[src/rtl/core/min_coin_change_assert.svh]
// ---------------------------------------------------------------------------
// min_coin_change assertion macros
// Short forms for the concurrent checks of the coin change core. They expect
// clk_i and rst_ni in the scope of the module that uses them.
// ---------------------------------------------------------------------------
`ifndef MIN_COIN_CHANGE_ASSERT_SVH
`define MIN_COIN_CHANGE_ASSERT_SVH

// condition holds at every clock edge out of reset
`define MCC_ASSERT_ALWAYS(lbl, cond, msg) \
  lbl: assert property (@(posedge clk_i) disable iff (!rst_ni) (cond)) else $error(msg);

// consequent holds in the same cycle as the antecedent
`define MCC_ASSERT_IMPLIES(lbl, ante, cons, msg) \
  lbl: assert property (@(posedge clk_i) disable iff (!rst_ni) (ante) |-> (cons)) \
    else $error(msg);

// consequent holds in the cycle after the antecedent
`define MCC_ASSERT_NEXT(lbl, ante, cons, msg) \
  lbl: assert property (@(posedge clk_i) disable iff (!rst_ni) (ante) |=> (cons)) \
    else $error(msg);

`endif

[src/rtl/core/mcc_pkg.sv]
// ---------------------------------------------------------------------------
// mcc_pkg
// Shared types and constants of the minimum coin change core.
// ---------------------------------------------------------------------------
package mcc_pkg;

  // default sizes
  localparam int MAX_COINS_DEF  = 16;
  localparam int MAX_AMOUNT_DEF = 4095;
  localparam int COIN_WIDTH_DEF = 16;

  // fixed field widths
  localparam int KIND_W = 2;
  localparam int VAL_W  = 16;
  localparam int MC_W   = 12;

  // command queue between front and back (power of two)
  localparam int QUEUE_DEPTH = 2;
  localparam int QPTR_W      = $clog2(QUEUE_DEPTH);
  localparam int QCNT_W      = $clog2(QUEUE_DEPTH + 1);

  // item kinds
  typedef enum logic [KIND_W-1:0] {
    OP_LOAD  = 2'd0,
    OP_SOLVE = 2'd1,
    OP_CLEAR = 2'd2
  } op_e;

  // one queued command
  typedef struct packed {
    op_e              op;
    logic [VAL_W-1:0] value;
    logic             too_large;
  } mcc_cmd_t;

endpackage

[src/rtl/core/mcc_front.sv]
// ---------------------------------------------------------------------------
// mcc_front
// Accepts input transactions, decodes the kind, flags oversize amounts and
// queues the commands for the back end.
// ---------------------------------------------------------------------------
module mcc_front import mcc_pkg::*; #(
  parameter int MAX_AMOUNT = MAX_AMOUNT_DEF
) (
  input  logic              clk_i,
  input  logic              rst_ni,
  input  logic              start,
  output logic              busy,
  input  logic [KIND_W-1:0] kind_i,
  input  logic [VAL_W-1:0]  item_value_i,
  output logic              q_valid_o,
  output mcc_cmd_t          q_cmd_o,
  input  logic              q_pop_i
);

  mcc_cmd_t              fifo_q [QUEUE_DEPTH];
  logic [QPTR_W-1:0]     wr_ptr_q, wr_ptr_d;
  logic [QPTR_W-1:0]     rd_ptr_q, rd_ptr_d;
  logic [QCNT_W-1:0]     cnt_q, cnt_d;
  logic                  accept;
  logic                  push;
  logic                  known;
  mcc_cmd_t              cmd;

  // decode: kind 3 is accepted and dropped
  always_comb begin
    known     = 1'b1;
    cmd.op    = OP_LOAD;
    cmd.value = item_value_i;
    unique case (kind_i)
      OP_LOAD:  cmd.op = OP_LOAD;
      OP_SOLVE: cmd.op = OP_SOLVE;
      OP_CLEAR: cmd.op = OP_CLEAR;
      default:  known  = 1'b0;
    endcase
    cmd.too_large = (32'(item_value_i) > 32'(MAX_AMOUNT));
  end

  assign busy   = (cnt_q == QCNT_W'(QUEUE_DEPTH));
  assign accept = start && !busy;
  assign push   = accept && known;

  // queue pointers and fill level
  always_comb begin
    wr_ptr_d = wr_ptr_q;
    rd_ptr_d = rd_ptr_q;
    cnt_d    = cnt_q;
    if (push) begin
      wr_ptr_d = wr_ptr_q + QPTR_W'(1);
    end
    if (q_pop_i) begin
      rd_ptr_d = rd_ptr_q + QPTR_W'(1);
    end
    if (push && !q_pop_i) begin
      cnt_d = cnt_q + QCNT_W'(1);
    end else if (!push && q_pop_i) begin
      cnt_d = cnt_q - QCNT_W'(1);
    end
  end

  always_ff @(posedge clk_i or negedge rst_ni) begin
    if (!rst_ni) begin
      wr_ptr_q <= '0;
      rd_ptr_q <= '0;
      cnt_q    <= '0;
    end else begin
      wr_ptr_q <= wr_ptr_d;
      rd_ptr_q <= rd_ptr_d;
      cnt_q    <= cnt_d;
    end
  end

  // queue storage
  always_ff @(posedge clk_i) begin
    if (push) begin
      fifo_q[wr_ptr_q] <= cmd;
    end
  end

  assign q_valid_o = (cnt_q != '0);
  assign q_cmd_o   = fifo_q[rd_ptr_q];

endmodule

[config.mk]
export PLATFORM = sky130hd
export DESIGN_NAME = mcc_front
export DESIGN_NICKNAME = d
export VERILOG_FILES = /design/src/rtl/core/min_coin_change_assert.svh /design/src/rtl/core/mcc_pkg.sv /design/src/rtl/core/mcc_front.sv
export SDC_FILE = /design/constraint.sdc
export NUM_CORES = 1
export LEC_CHECK = 0
export BUFFER_PORTS_ARGS = -buffer_cell sky130_fd_sc_hd__buf_2
export CAP_MARGIN = 20
export CELL_PAD_IN_SITES_DETAIL_PLACEMENT = 0
export CELL_PAD_IN_SITES_GLOBAL_PLACEMENT = 2
export CORE_MARGIN = 3
export CORE_UTILIZATION = 36
export CTS_BUF_LIST = sky130_fd_sc_hd__clkbuf_16
export CTS_CLUSTER_DIAMETER = 60
export CTS_CLUSTER_SIZE = 14
export DETAILED_ROUTE_END_ITERATION = 10
export GPL_TIMING_DRIVEN = 0
export PLACE_DENSITY = 0.79
export SLEW_MARGIN = 20
export SYNTH_ARGS = -nofsm -noshare
export SYNTH_HDL_FRONTEND = slang
export SYNTH_SLANG_ARGS = --single-unit
[constraint.sdc]
create_clock -name clk_i -period 2.7 [get_ports clk_i]
set_clock_uncertainty 0.2 [all_clocks]
set_input_delay 0.135 -clock clk_i [delete_from_list [all_inputs] [get_ports clk_i]]
set_output_delay 0.135 -clock clk_i [all_outputs]
set_load 0.005 [all_outputs]
==> run metrics, run 1 <==
final cell count without fillers 205; post-route ant nets 0; Vias per Instance 4.54; Mapped Area 1620 um2; status finished, final reports clean; Chip Width 73.0 um; max frequency 0.498 GHz; initial DRC count 34; routed len/inst 14.4 um; syn_area_per_cell 19.7 um2; largest net degree at the start of global routing 13; setup bufs post-CTS 0; clk sinks 42; global-route wire length before repair 4850 um; HPWL after detailed placement 2020 um; Synth Area in Compound Gates 0; combinational family with the most area after synthesis multiplexers; DIE AREA 5330 um2; Flop pwr share 0.423; P_sw 0.534 mW; Root Buffer Master clkbuf_16; H-Tree Depth 2; DR DRC count 0; Crit. End Element flop; Yosys reg bits 42; number of library cell types mapped by synthesis 15; shortest period the worst path allows 2.01 ns; sequential cell area fraction in the yosys report 0.768; Post-CTS Resized 0; crit path kind flop to flop; Comb pwr share 0.281; Worst EP arrival 1.80 ns; Ports 43; TritonCTS clock tree built; ranking of synthesized cells by area edfxtp_1 (71%), mux2_2 (13%), dfrtp_1 (6.2%); Power Internal 1.63 mW; Final Hold Viols 0; share of cells above drive strength 1 0.490; Tightest Pin Transition 0.674 ns; Rows 23; core outline area 4170 um2; Crit Path Max Fanout 12; Gate Count Post-Synth 82; post-synth top area share 0.706; HP Class flop to flop; Synth Net Count 105; DRT Pass-1 Iters 2; Yosys top cell by area edfxtp_1; Clock Tree Buf Depth 2; die height 73.0 um; Switching Share 0.247; clk slew on worst S/H paths 0.06 ns; vias after detailed routing 930; fin nets 178; final number of setup-violating endpoints 0; GRT overflow 0; power share of the clock group 0.296; Synth Warn # 0; Starting Density 0.387; placed cell count 176; Rel. slew slack 0.550; period utilization 0.744; Max IR drop VDD 463 uV; post-synthesis adder-cell area fraction 0.00775; post-synthesis mux area share 0.132; Final TNS setup 0 ns; simple-gate share of the synthesized area 0.0434; RSZ-0062 raised after global routing no; P_leak 0.904 nW; initial antenna violation count 0; routability cong. 0.714; power density cells 941 nW/um2; MaxCap Viol Count 0; Req. time, crit path 2.49 ns; Worst setup SP type flop; CTS buffer count 5; Detailed Route WL 2950 um; Worst-Skew Late Latency 0.27 ns; Buffers on Ports 42; vias in the first global route 1020; Post-Synth XOR/XNOR Area 0.0271; fin. max-slew vios 0; GRT Util Overall 0.124; CTS Hold Bufs 22; ANT cells 0; Area Growth Syn to Fin 42.1%
## sequential cells by signal (all words and copies together) (netlist names)
signal,flops
cnt_q,2
fifo_q,38
wr_ptr_q,1
rd_ptr_q,1
## layout make-up
type | instances | area [um2]
repair buffers | 66 | 453
inverters | 3 | 11.3
fillers | 334 | 1880
plain buffers | 2 | 22.5
clock inverters | 2 | 33.8
flip-flops and latches | 42 | 1240
clock buffers | 5 | 125
multi-input cells | 35 | 345
well taps | 50 | 62.6
## worst paths after layout
path	from	end	slack, ns	cells after the start
min reg2reg	wr_ptr_q$_DFFE_PN0N_	wr_ptr_q$_DFFE_PN0N_	0.31	1
max reg2reg	cnt_q[1]$_DFFE_PN0P_	fifo_q[1][8]$_DFFE_PP_	0.69	4
max	cnt_q[1]$_DFFE_PN0P_	fifo_q[1][8]$_DFFE_PP_	0.69	4
max in group asynchronous	rst_ni	rd_ptr_q$_DFFE_PN0P_	1.58	3
min in group asynchronous	rst_ni	cnt_q[1]$_DFFE_PN0P_	0.54	3
min	wr_ptr_q$_DFFE_PN0N_	wr_ptr_q$_DFFE_PN0N_	0.31	1
## critical path, cell delays in order (launching register included)
cell and delay (ns):
dfrtp_1 0.40, nor2b_2 0.16, nand3b_4 0.18, nor2_2 0.54, buf_6 0.24
## metrics by stage
stage	util	total power, mW	cell area [um2]	worst slack, ns	hold WS, ns
2_1_floorplan	-	1.28	1620	0.573	-0.361
3_3_place_gp	0.452	1.48	1890	0.128	-0.255
3_5_place_dp	0.459	1.52	1920	0.653	-0.252
4_1_cts	0.550	2.20	2290	0.648	0.307
5_1_grt	0.550	2.29	2290	0.552	0.345
6_report	0.550	2.16	2290	0.691	0.315
## power by group through the flow
stage / logic (mW) / clock network (mW) / registers (mW)
final: 0.607 / 0.640 / 0.913
after global routing: 0.673 / 0.691 / 0.927
after CTS: 0.624 / 0.657 / 0.915
after detailed placement: 0.596 / 0 / 0.928
after global placement: 0.558 / 0 / 0.921
after floorplan: 0.363 / 0 / 0.913
## synthesized netlist by cell type, drive strengths merged
cell,number
nor2,3
edfxtp,38
ha,1
nor2b,3
xor2,3
buf,2
nand2,1
dfrtp,4
nand3b,1
or2,1
or4,1
xnor2,2
inv,3
mux2,19
## layout by cell type (no fill, tap or decap), drive strengths merged
master	instances
xnor2	2
nand3b	1
ha	1
dlygate4sd3	22
clkinv	1
bufinv	1
or4	1
nor2	3
mux2	19
xor2	3
clkbuf	5
edfxtp	38
inv	3
nor2b	3
nand2	1
or2	1
buf	46
dfrtp	4
## layer usage
layer,GRT usage,up-vias,wire length (um)
met4,0.0246,0,16
met3,0.0455,2,214
met5,0,-,0
met1,0.140,442,1180
met2,0.223,33,1540
li1,-,453,-
## logic make-up after synthesis
kind of cell  after synthesis
fa+ha+maj                   1
simple gates               10
flops                      42
buf+inv                     5
xor+xnor                    5
mux                        19
Note: power is estimated with default switching activity, not from simulation.
==> run 2, diff against run 1 <==
clock period = 2.02 ns   (was 2.7 ns; I/O delays follow)
==> run 2 against run 1 <==
Cell area is 0.44% higher; critical path type unchanged; clock power is 34% higher; register-to-register slack worse by 0.47 ns; die area stayed put; critical endpoint unchanged; first-iteration DRC count is 8.8% lower; combinational power is 36% higher; core utilization is 0.24 points higher; fmax is 12% higher; hold slack hardly changed; non-clock buffer count stayed put.
==> run metrics, run 2 (same netlist as run 1, synthesis figures left out) <==
status finished, final reports clean; area post-placement 1920 um2; MaxCap Viol Count 0; critical-path cell list nor2b_2 -> nand3b_4 -> nor2_4 -> buf_6; setup bufs post-CTS 0; CP peak stage delay 0.40 ns; Worst setup SP type flop; global-route wire length before repair 4850 um; Rel. slew slack 0.738; Worst-Skew Late Latency 0.27 ns; vias in the first global route 1020; Worst EP arrival 1.59 ns; Tightest Pin Transition 0.392 ns; Crit Path Max Fanout 12; post-route ant nets 0; commonest non-fill, non-tap cells in the layout buf_2 (42), edfxtp_1 (38), dlygate4sd3_1 (22), mux2_2 (19), clkbuf_16 (5); most common cell after layout, fill and taps aside buf_2; Starting Density 0.387; cells on worst reg2reg path 4; critical path depth in cells 4; clk sinks 42; core outline area 4170 um2; Area Growth Syn to Fin 42.7%; Buffers on Ports 42; fin nets 178; routed len/inst 14.4 um; Most flops, register fifo_q; DIE AREA 5330 um2; FF-to-FF setup slack 0.22 ns; RSZ-0062 raised after global routing no; Worst path slowest cell dfrtp_1; Crit. End Element flop; largest net degree at the start of global routing 13; Final TNS setup 0 ns; period utilization 0.891; Clock Tree Buf Depth 2; finished layout cell area 2300 um2; GRT overflow 0; Vias per Instance 4.54; max frequency 0.556 GHz; hold path cells 1; Max IR drop VDD 619 uV; CTS buffer count 5; P_leak 0.905 nW; clk slew on worst S/H paths 0.06 ns; vias after detailed routing 931; initial DRC count 31; shortest period the worst path allows 1.80 ns; Bufs and invs on worst path 1; Root Buffer Master clkbuf_16; fin. max-slew vios 0; max reg flops 38; Rows 23; share of cells above drive strength 1 0.490; power density cells 1260 nW/um2; final number of setup-violating endpoints 0; routability cong. 0.714; HPWL after detailed placement 2020 um; die height 73.0 um; TritonCTS clock tree built; ANT cells 0; initial antenna violation count 0; Chip Width 73.0 um; Largest regs fifo_q (38), cnt_q (2); Detailed Route WL 2950 um; Ports 43; GRT Util Overall 0.124; HP Class flop to flop; Req. time, crit path 1.81 ns; DR DRC count 0; H-Tree Depth 2; crit path kind flop to flop; top cell family by delay on the critical path simple AND/OR/NAND/NOR gates; DRT Pass-1 Iters 2; Final Hold Viols 0
[run 2: cell count changes in the layout (fill, tap and decap cells not counted)]
cell	delta
nor2_2	-2
nor2_4	+2
[run 2: worst paths after layout]
check,startpoint,endpoint
max in group asynchronous,rst_ni,rd_ptr_q$_DFFE_PN0P_
hold / removal,cnt_q[1]$_DFFE_PN0P_,cnt_q[1]$_DFFE_PN0P_
hold reg to reg,cnt_q[1]$_DFFE_PN0P_,cnt_q[1]$_DFFE_PN0P_
min in group asynchronous,rst_ni,cnt_q[1]$_DFFE_PN0P_
setup reg to reg,cnt_q[1]$_DFFE_PN0P_,fifo_q[1][8]$_DFFE_PP_
setup / recovery,cnt_q[1]$_DFFE_PN0P_,fifo_q[1][8]$_DFFE_PP_
[run 2: area by class of cell]
cell class | count | area (um2)
clock buffers | 5 | 125
flip-flops and latches | 42 | 1240
repair buffers | 66 | 453
fillers | 332 | 1870
plain buffers | 2 | 22.5
inverters | 3 | 11.3
well taps | 50 | 62.6
clock inverters | 2 | 33.8
multi-input cells | 35 | 355
[run 2: worst reg2reg max path, stage by stage (launching register included)]
cell and delay, ns:
dfrtp_1 0.40, nor2b_2 0.17, nand3b_4 0.20, nor2_4 0.34, buf_6 0.21
[run 2: power breakdown]
group | total [mW] | internal [mW] | switching (mW)
clock network | 0.856 | 0.571 | 0.285
logic | 0.824 | 0.456 | 0.368
registers | 1.22 | 1.15 | 0.0727
total | 2.90 | 2.18 | 0.726
[run 2: metrics by stage]
| stage | total power, mW | utilization | hold WS (ns) | worst slack, ns | cells |
|---|---|---|---|---|---|
| after floorplan | 1.71 | - | -0.395 | -0.107 | 82 |
| after global placement | 1.98 | 0.452 | -0.289 | -0.552 | 174 |
| after detailed placement | 2.04 | 0.459 | -0.286 | -0.0272 | 176 |
| after CTS | 2.95 | 0.552 | 0.307 | 0.190 | 205 |
| after global routing | 3.08 | 0.552 | 0.345 | 0.121 | 205 |
| final | 2.90 | 0.552 | 0.315 | 0.220 | 205 |
[run 2: what timing repair did]
item | 4_1_cts | 5_1_grt
hold buffers | 22 | 0
endpoints found under the hold margin | 44 | 0
setup endpoints to repair | 15 | 0
gates resized for setup | 2 | 0
[run 2: metal layers]
metal  global-route usage  up-vias  part of all wire
met5                    0        -                 0
met4               0.0246        0            0.0054
met3               0.0455        2             0.072
met2                0.223       33              0.52
met1                0.140      444              0.40
li1                     -      452                 -
==> run 3, diff against run 2 <==
==> constraint.sdc (replaced) <==
create_clock -name clk_i -period 2.02 [get_ports clk_i]
set_clock_uncertainty 0.2 [all_clocks]
set_input_delay 0 -clock clk_i [delete_from_list [all_inputs] [get_ports clk_i]]
set_output_delay 0 -clock clk_i [all_outputs]
set_load 0.005 [all_outputs]
==> run 3 against run 2 <==
Clock power is essentially flat; final cell count grew 0.49%; setup slack is essentially flat; die area is the same.
==> run metrics, run 3 (same netlist as run 1, synthesis figures left out) <==
Worst-Skew Late Latency 0.27 ns; HP Class input pin to flop; Worst setup SP type flop; final number of setup-violating endpoints 0; Max IR drop VDD 619 uV; vias after detailed routing 934; placed cell count 176; DIE AREA 5330 um2; cells on worst reg2reg path 4; Tightest Pin Transition 0.392 ns; top cell family by delay on the critical path simple AND/OR/NAND/NOR gates; P_leak 0.911 nW; core outline area 4170 um2; Rel. slew slack 0.738; power density cells 1250 nW/um2; max frequency 0.555 GHz; final core occ 0.555; Starting Density 0.387; Detailed Route WL 2960 um; Bufs and invs on worst path 1; commonest non-fill, non-tap cells in the layout buf_2 (42), edfxtp_1 (38), dlygate4sd3_1 (23), mux2_2 (19), clkbuf_16 (5); setup bufs post-CTS 0; Final Hold Viols 0; Most flops, register fifo_q; CTS buffer count 5; Crit. End Element flop; period utilization 0.891; critical path depth in cells 4; Worst path slowest cell dfrtp_1; initial antenna violation count 0; TritonCTS clock tree built; GRT Util Overall 0.124; crit path kind flop to flop; fin. max-slew vios 0; Ports 43; Buffers on Ports 42; CP peak stage delay 0.40 ns; CP Capture Point fifo_q[1][8]$_DFFE_PP_; largest net degree at the start of global routing 13; initial DRC count 35; sequential cell area 1240 um2; max reg flops 38; Largest regs fifo_q (38), cnt_q (2); Clock Tree Buf Depth 2; multi-input gate area in the final layout 355 um2; DR DRC count 0; vias in the first global route 1026; Crit Path Max Fanout 12; crit path launch cnt_q[1]$_DFFE_PN0P_; MaxCap Viol Count 0; R2R Path Start cnt_q[1]$_DFFE_PN0P_; GRT overflow 0; Req. time, crit path 1.81 ns; HPWL after detailed placement 2020 um; DRT Pass-1 Iters 2; pre-CTS WS -0.0272 ns; Chip Width 73.0 um; Area Growth Syn to Fin 43.3%; clk slew on worst S/H paths 0.06 ns; FILL cells 331; Crit Reg-Reg Endpoint fifo_q[1][8]$_DFFE_PP_; post-route ant nets 0; routed len/inst 14.4 um; routability cong. 0.714; Vias per Instance 4.53; clk sinks 42; fin nets 179; Worst EP arrival 1.59 ns; die height 73.0 um; ANT cells 0; critical-path cell list nor2b_2 -> nand3b_4 -> nor2_4 -> buf_6; status finished, final reports clean; Root Buffer Master clkbuf_16; RSZ-0062 raised after global routing no; share of cells above drive strength 1 0.487; final cell count without fillers 206; Final TNS setup 0 ns; H-Tree Depth 2; global-route wire length before repair 4860 um; most common cell after layout, fill and taps aside buf_2; final worst slack 0.220 ns; shortest period the worst path allows 1.80 ns; Rows 23; hold_ws 0.251 ns; FF-to-FF setup slack 0.22 ns
-- run 3: changes by cell type in the layout (fill, tap and decap cells not counted), sizes merged --
cell / previous run / this run
dlygate4sd3: 22 / 23
-- run 3: worst min-delay path by stage --
stage | startpoint | to | slack [ns] | depth (start not counted)
floorplan | rst_ni | cnt_q[0]$_DFFE_PN0P_ | -0.50 | 0
global placement | rst_ni | cnt_q[1]$_DFFE_PN0P_ | -0.39 | 1
detailed placement | rst_ni | cnt_q[1]$_DFFE_PN0P_ | -0.39 | 1
CTS | item_value_i[5] | fifo_q[1][6]$_DFFE_PP_ | 0.24 | 2
global route | item_value_i[5] | fifo_q[1][6]$_DFFE_PP_ | 0.26 | 2
finish | item_value_i[2] | fifo_q[0][3]$_DFFE_PP_ | 0.25 | 2
-- run 3: area by class of cell --
cell class                      count  share of cell area
Tap cell                           50              0.0270
Multi-Input combinational cell     35               0.154
Timing Repair Buffer               67               0.200
Inverter                            3             0.00486
Clock buffer                        5              0.0541
Sequential cell                    42               0.536
Buffer                              2             0.00973
Clock inverter                      2              0.0146
-- run 3: power breakdown --
part / total [mW] / switching, mW / internal, mW / leakage [nW]
Sequential: 1.22 / 0.0727 / 1.15 / 0.395
Combinational: 0.825 / 0.368 / 0.458 / 0.438
Clock: 0.856 / 0.285 / 0.571 / 0.0773
Total: 2.90 / 0.726 / 2.18 / 0.911
-- run 3: metrics by stage --
| step | total power, mW | cell area, um2 |
|---|---|---|
| floorplan | 1.71 | 1620 |
| global placement | 1.98 | 1890 |
| detailed placement | 2.04 | 1920 |
| CTS | 2.95 | 2310 |
| global route | 3.08 | 2310 |
| finish | 2.90 | 2310 |
-- run 3: per-layer routing --
layer | global-route usage | share of wire
met5 | 0 | 0
met4 | 0.0246 | 0.0054
met3 | 0.0455 | 0.072
met2 | 0.224 | 0.52
met1 | 0.140 | 0.40
-- run 3: timing repair --
| item | 4_1_cts | 5_1_grt |
|---|---|---|
| hold buffers | 23 | 0 |
| endpoints found under the hold margin | 45 | 0 |
| gates resized for setup | 2 | 0 |
| setup endpoints to repair | 15 | 0 |
